**src/rtl/scdt_pkg.sv**
```systemverilog
`timescale 1ns / 1ps
// ----------------------------------------------------------------------------
// scdt_pkg
// Shared types and constants of the spectral convolution/deconvolution block.
// ----------------------------------------------------------------------------
package scdt_pkg;

  localparam int IDX_W  = 10;
  localparam int DATA_W = 24;
  localparam int OUT_W  = 32;
  localparam int THR_W  = 16;
  localparam int MAG_W  = 48;

  localparam logic KIND_LOAD = 1'b0;
  localparam logic KIND_READ = 1'b1;

  localparam logic MODE_MUL = 1'b0;
  localparam logic MODE_DIV = 1'b1;

  localparam logic [0:0] REG_THRESHOLD = 1'b0;
  localparam logic [0:0] REG_MODE      = 1'b1;

  typedef struct packed {
    logic [IDX_W-1:0]         bin_index;
    logic signed [DATA_W-1:0] in_re;
    logic signed [DATA_W-1:0] in_im;
    logic signed [DATA_W-1:0] kern_re;
    logic signed [DATA_W-1:0] kern_im;
    logic                     kind;
  } in_item_t;

  typedef struct packed {
    logic [IDX_W-1:0]        res_index;
    logic signed [OUT_W-1:0] out_re;
    logic signed [OUT_W-1:0] out_im;
    logic                    gated;
    logic                    clipped;
  } out_item_t;

  // front -> back queue entry: one read request, operands already fetched
  typedef struct packed {
    logic [IDX_W-1:0]         res_index;
    logic                     pass;
    logic signed [DATA_W-1:0] a;
    logic signed [DATA_W-1:0] b;
    logic signed [DATA_W-1:0] c;
    logic signed [DATA_W-1:0] d;
    logic [MAG_W-1:0]         mag;
  } job_t;

endpackage

```
**src/rtl/scdt_fifo.sv**
```systemverilog
`timescale 1ns / 1ps
// ----------------------------------------------------------------------------
// scdt_fifo
// Two-entry queue between the front and back parts.
// ----------------------------------------------------------------------------
module scdt_fifo (
  input  logic            clk,
  input  logic            rst_n,
  input  logic            s_valid,
  output logic            s_ready,
  input  scdt_pkg::job_t  s_data,
  output logic            m_valid,
  input  logic            m_ready,
  output scdt_pkg::job_t  m_data
);
  import scdt_pkg::*;

  job_t       mem_r [2];
  logic       wp_r, rp_r;
  logic [1:0] cnt_r;
  logic       push, pop;

  assign s_ready = (cnt_r != 2'd2);
  assign m_valid = (cnt_r != 2'd0);
  assign m_data  = mem_r[rp_r];
  assign push    = s_valid && s_ready;
  assign pop     = m_valid && m_ready;

  always_ff @(posedge clk) begin
    if (!rst_n) begin
      wp_r  <= 1'b0;
      rp_r  <= 1'b0;
      cnt_r <= 2'd0;
    end else begin
      if (push) wp_r <= ~wp_r;
      if (pop)  rp_r <= ~rp_r;
      cnt_r <= cnt_r + {1'b0, push} - {1'b0, pop};
    end
  end

  always_ff @(posedge clk) begin
    if (push) mem_r[wp_r] <= s_data;
  end
endmodule

```
**config.mk**
```make
export PLATFORM = sky130hd
export DESIGN_NAME = scdt_fifo
export DESIGN_NICKNAME = d
export VERILOG_FILES = /design/src/rtl/scdt_pkg.sv /design/src/rtl/scdt_fifo.sv
export SDC_FILE = /design/constraint.sdc
export NUM_CORES = 1
export LEC_CHECK = 0
export BUFFER_PORTS_ARGS = -buffer_cell sky130_fd_sc_hd__buf_4
export CAP_MARGIN = 25
export CORE_AREA = 2 2 155 157
export DETAILED_ROUTE_END_ITERATION = 7
export DIE_AREA = 0 0 157 159
export GPL_TIMING_DRIVEN = 0
export PLACE_DENSITY = 0.82
export RECOVER_POWER = 100
export SYNTH_ARGS = -nofsm -noshare
export SYNTH_HDL_FRONTEND = slang
export SYNTH_SLANG_ARGS = --single-unit
```
**constraint.sdc**
```tcl
create_clock -name clk -period 28.4 [get_ports clk]
set_input_delay 5.68 -clock clk [delete_from_list [all_inputs] [get_ports clk]]
set_output_delay 5.68 -clock clk [all_outputs]
set_load 0.1 [all_outputs]
```
==> flow_metrics.py <==
metrics = {
    "outcome": {
        "status": "finished, violations left",
        "violations_in_the_final_reports": "capacitance limit, slew limit",
    },
    "clock_network": {
        "cts_root_buf": "sky130_fd_sc_hd__clkbuf_16",
        "num_clock_sinks": 315,
        "cts.hold.buffers_added": 0,
        "cts_tree": "done",
        "path_clk_slew_ns": 0.06,
        "clock_tree.htree_level_count": 1,
        "cts-buffers-inserted": 30,
        "clock_insertion_delay_at_the_later_pin_of_the_skew_report_ns": 0.54,
        "clock_tree.buffer_depth": 3,
        "cts_resized": 0,
        "postCtsSetupRepairBufs": 0,
    },
    "worst_hold_path": {
        "min_path_type": "register to register",
    },
    "yosys": {
        "yosys.area_share.simple_pct": 0.5327,
        "yosys.cell_types.count": 17,
        "post_synth_inst_count": 506,
        "mappedNetlistArea_um2": 11510,
        "post_synthesis_register_bit_count": 315,
        "yosys.area_share.xor_xnor_pct": 0.2283,
        "number_of_warnings_printed_during_yosys_synthesis": 0,
        "adder_cell_share_of_the_synthesized_area_pct": 0.2174,
        "postSynthNetCount": 667,
        "synth_compound_area_share_pct": 0.06522,
        "synth.avg_cell_area_um2": 22.75,
        "sequential_to_total_area_share_from_yosys_stat_pct": 81.75,
        "main_combinational_cell_family_by_area_after_synthesis": "multiplexers",
        "synth_mux_area_share_pct": 15.25,
    },
    "setup_path": {
        "timing_worst_setup_path_type": "input port to register",
        "cp-end-kind": "register",
        "crit_path_frequent_cell": "sky130_fd_sc_hd__clkbuf_1",
        "crit_required_ns": 28.53,
        "worst-path-max-fanout": 34,
        "timing.critical_path.cells": "clkbuf_4, nand2_1, nor2_1, clkbuf_1, clkbuf_1",
        "crit_path_start_kind": "input port",
        "critical-path-max-stage-delay_ns": 1.50,
        "worst_path_max_delay_cell": "sky130_fd_sc_hd__nor2_1",
        "critPathArrivalTime_ns": 10.17,
    },
    "sta": {
        "final-max-slew-violation-count": 249,
        "slew-limit-headroom_pct": -147.1,
        "setup-violations-final": 0,
        "totalNegativeSetupSlack_ns": 0,
        "rsz0062_at_grt": "false",
        "finalHoldViolations": 0,
        "finalCriticalPeriod_ns": 10.04,
        "max_slew.worst_pin.slew_ns": 3.707,
        "fin_worst_skew_ns": 0.007172,
        "part_of_the_cycle_the_worst_path_needs_pct": 35.35,
        "hold_slack_ns": 0.4934,
        "fmaxAchievable_mhz": 99.60,
    },
    "detailed_routing": {
        "post-route-drc-count": 0,
        "drt-vias-per-instance": 4.984,
        "first_pass_iteration_count_of_the_detailed_router": 4,
        "drtIter0Drc": 275,
        "post_drt_wl_per_cell_um": 19.29,
        "wl_final_um": 23150,
        "route.antenna.remaining_nets": 0,
        "dr_total_vias": 5981,
    },
    "global_route": {
        "grt_usage_pct": 17.84,
        "grt_max_degree": 66,
        "number_of_antenna_violations_at_the_first_check_in_global_routing": 2,
        "grt_remaining_overflow": 0,
        "via_count_of_the_first_global_routing_pass": 6403,
        "global_route_wire_length_before_repair_um": 34330,
    },
    "die": {
        "floorplan.io_pins": 316,
        "die_area_um2": 24960,
        "core.rowCount": 56,
        "floorplan.die.height_um": 159,
        "start_util_pct": 49.63,
        "floorplan.die.width_um": 157,
        "core_um2": 23190,
    },
    "final_layout": {
        "drive_above_1_share_pct": 38.59,
        "ff_latch_area_um2": 9409,
        "diodes": 0,
        "layout-area-overhead-vs-synth_pct": 25.29,
        "design.final.nets": 1021,
        "multi_input_area_um2": 1876,
        "postLayoutCoreUtil_pct": 62.18,
        "n_fill_cell": 1762,
    },
    "place": {
        "dp.final_hpwl_um": 15570,
        "gpl.final_weighted_congestion": 0.7482,
        "io_buffers": 315,
    },
    "job": {
        "max-cap-violations": 6,
    },
}
## stage by stage
stage	area, um2	cells	setup WS (ns)
6_report	14420	1200	18.36
5_1_grt	14420	1200	17.94
4_1_cts	15340	1200	20.72
3_5_place_dp	14450	1147	20.90
3_3_place_gp	14270	1140	11.95
2_1_floorplan	11510	506	15.46
## path summary, 6_finish.rpt
check            from       endpoint  slack [ns]  cells after the start
min reg2reg      wp_r           wp_r        0.49                      2
min              wp_r           wp_r        0.49                      2
max reg2reg  cnt_r[0]  mem_r[0][130]       23.06                      5
max           s_valid  mem_r[0][130]       18.36                      5
## cells in the final DEF, fill, tap and decap left out, types with 3 or more instances in the layout
cell type / n
sky130_fd_sc_hd__xnor2_1: 3
sky130_fd_sc_hd__mux2_2: 151
sky130_fd_sc_hd__clkbuf_16: 31
sky130_fd_sc_hd__mux2_1: 4
sky130_fd_sc_hd__dfxtp_1: 5
sky130_fd_sc_hd__clkbuf_4: 130
sky130_fd_sc_hd__buf_4: 22
sky130_fd_sc_hd__clkinv_2: 4
sky130_fd_sc_hd__clkbuf_1: 201
sky130_fd_sc_hd__edfxtp_1: 310
sky130_fd_sc_hd__clkinv_1: 3
## layer usage
| layer | track usage (%) | share of wire [%] | wire length (um) | vias up |
|---|---|---|---|---|
| li1 | - | - | - | 2735 |
| met1 | 18.93 | 35 | 8164 | 2936 |
| met2 | 32.64 | 52 | 12020 | 246 |
| met3 | 6.342 | 9.6 | 2222 | 60 |
| met4 | 5.880 | 3.1 | 714 | 4 |
| met5 | 0 | 0.12 | 27 | - |
## cell type report
cell class                 count  share of cell area, %
inverter                       1                0.02603
multi-input combinational    173                  13.01
timing repair buffer         322                  12.34
clock buffer                  45                  5.744
tap                          319                  2.768
clock inverter                 8                 0.4252
buffer                        17                 0.4425
sequential                   315                  65.25
## synth_stat cells
cell type                  number  area [um2]
sky130_fd_sc_hd__and2_1         2       12.51
sky130_fd_sc_hd__and3_1         1       6.260
sky130_fd_sc_hd__buf_6          5       56.30
sky130_fd_sc_hd__clkbuf_8      12       165.2
sky130_fd_sc_hd__dfxtp_1        5       100.1
sky130_fd_sc_hd__edfxtp_1     310        9309
sky130_fd_sc_hd__ha_1           2       25.02
sky130_fd_sc_hd__inv_1          1       3.750
sky130_fd_sc_hd__mux2_2       155        1745
sky130_fd_sc_hd__mux2i_1        1       10.01
sky130_fd_sc_hd__nand2_1        2       7.510
sky130_fd_sc_hd__nand2b_1       2       12.51
sky130_fd_sc_hd__nor2_1         1       3.750
sky130_fd_sc_hd__nor2b_1        2       12.51
sky130_fd_sc_hd__o21a_1         1       7.510
sky130_fd_sc_hd__or2_2          1       6.260
sky130_fd_sc_hd__xnor2_1        3       26.28
## critical path: cells and delay by family
| kind | cells | cell delay (ns) |
|---|---|---|
| AND/OR/NAND/NOR | 2 | 1.60 |
| buffers and inverters | 3 | 2.86 |
## registers in the layout (all words and copies together), names as in the netlist, named ones only
register and count:
wp_r 1, mem_r 310, cnt_r 2, rp_r 1
## kinds of logic after synthesis
| kind of cell | count (synthesis) |
|---|---|
| flip-flops | 315 |
| multiplexers | 156 |
| buffers and inverters | 18 |
| AND/OR/NAND/NOR | 11 |
| XOR/XNOR | 3 |
| adder cells (fa/ha/maj) | 2 |
| AO/OA/AOI/OAI | 1 |
Power is not shown: default switching activity piles up to over one toggle a cycle in this logic, so the estimate is an artifact.
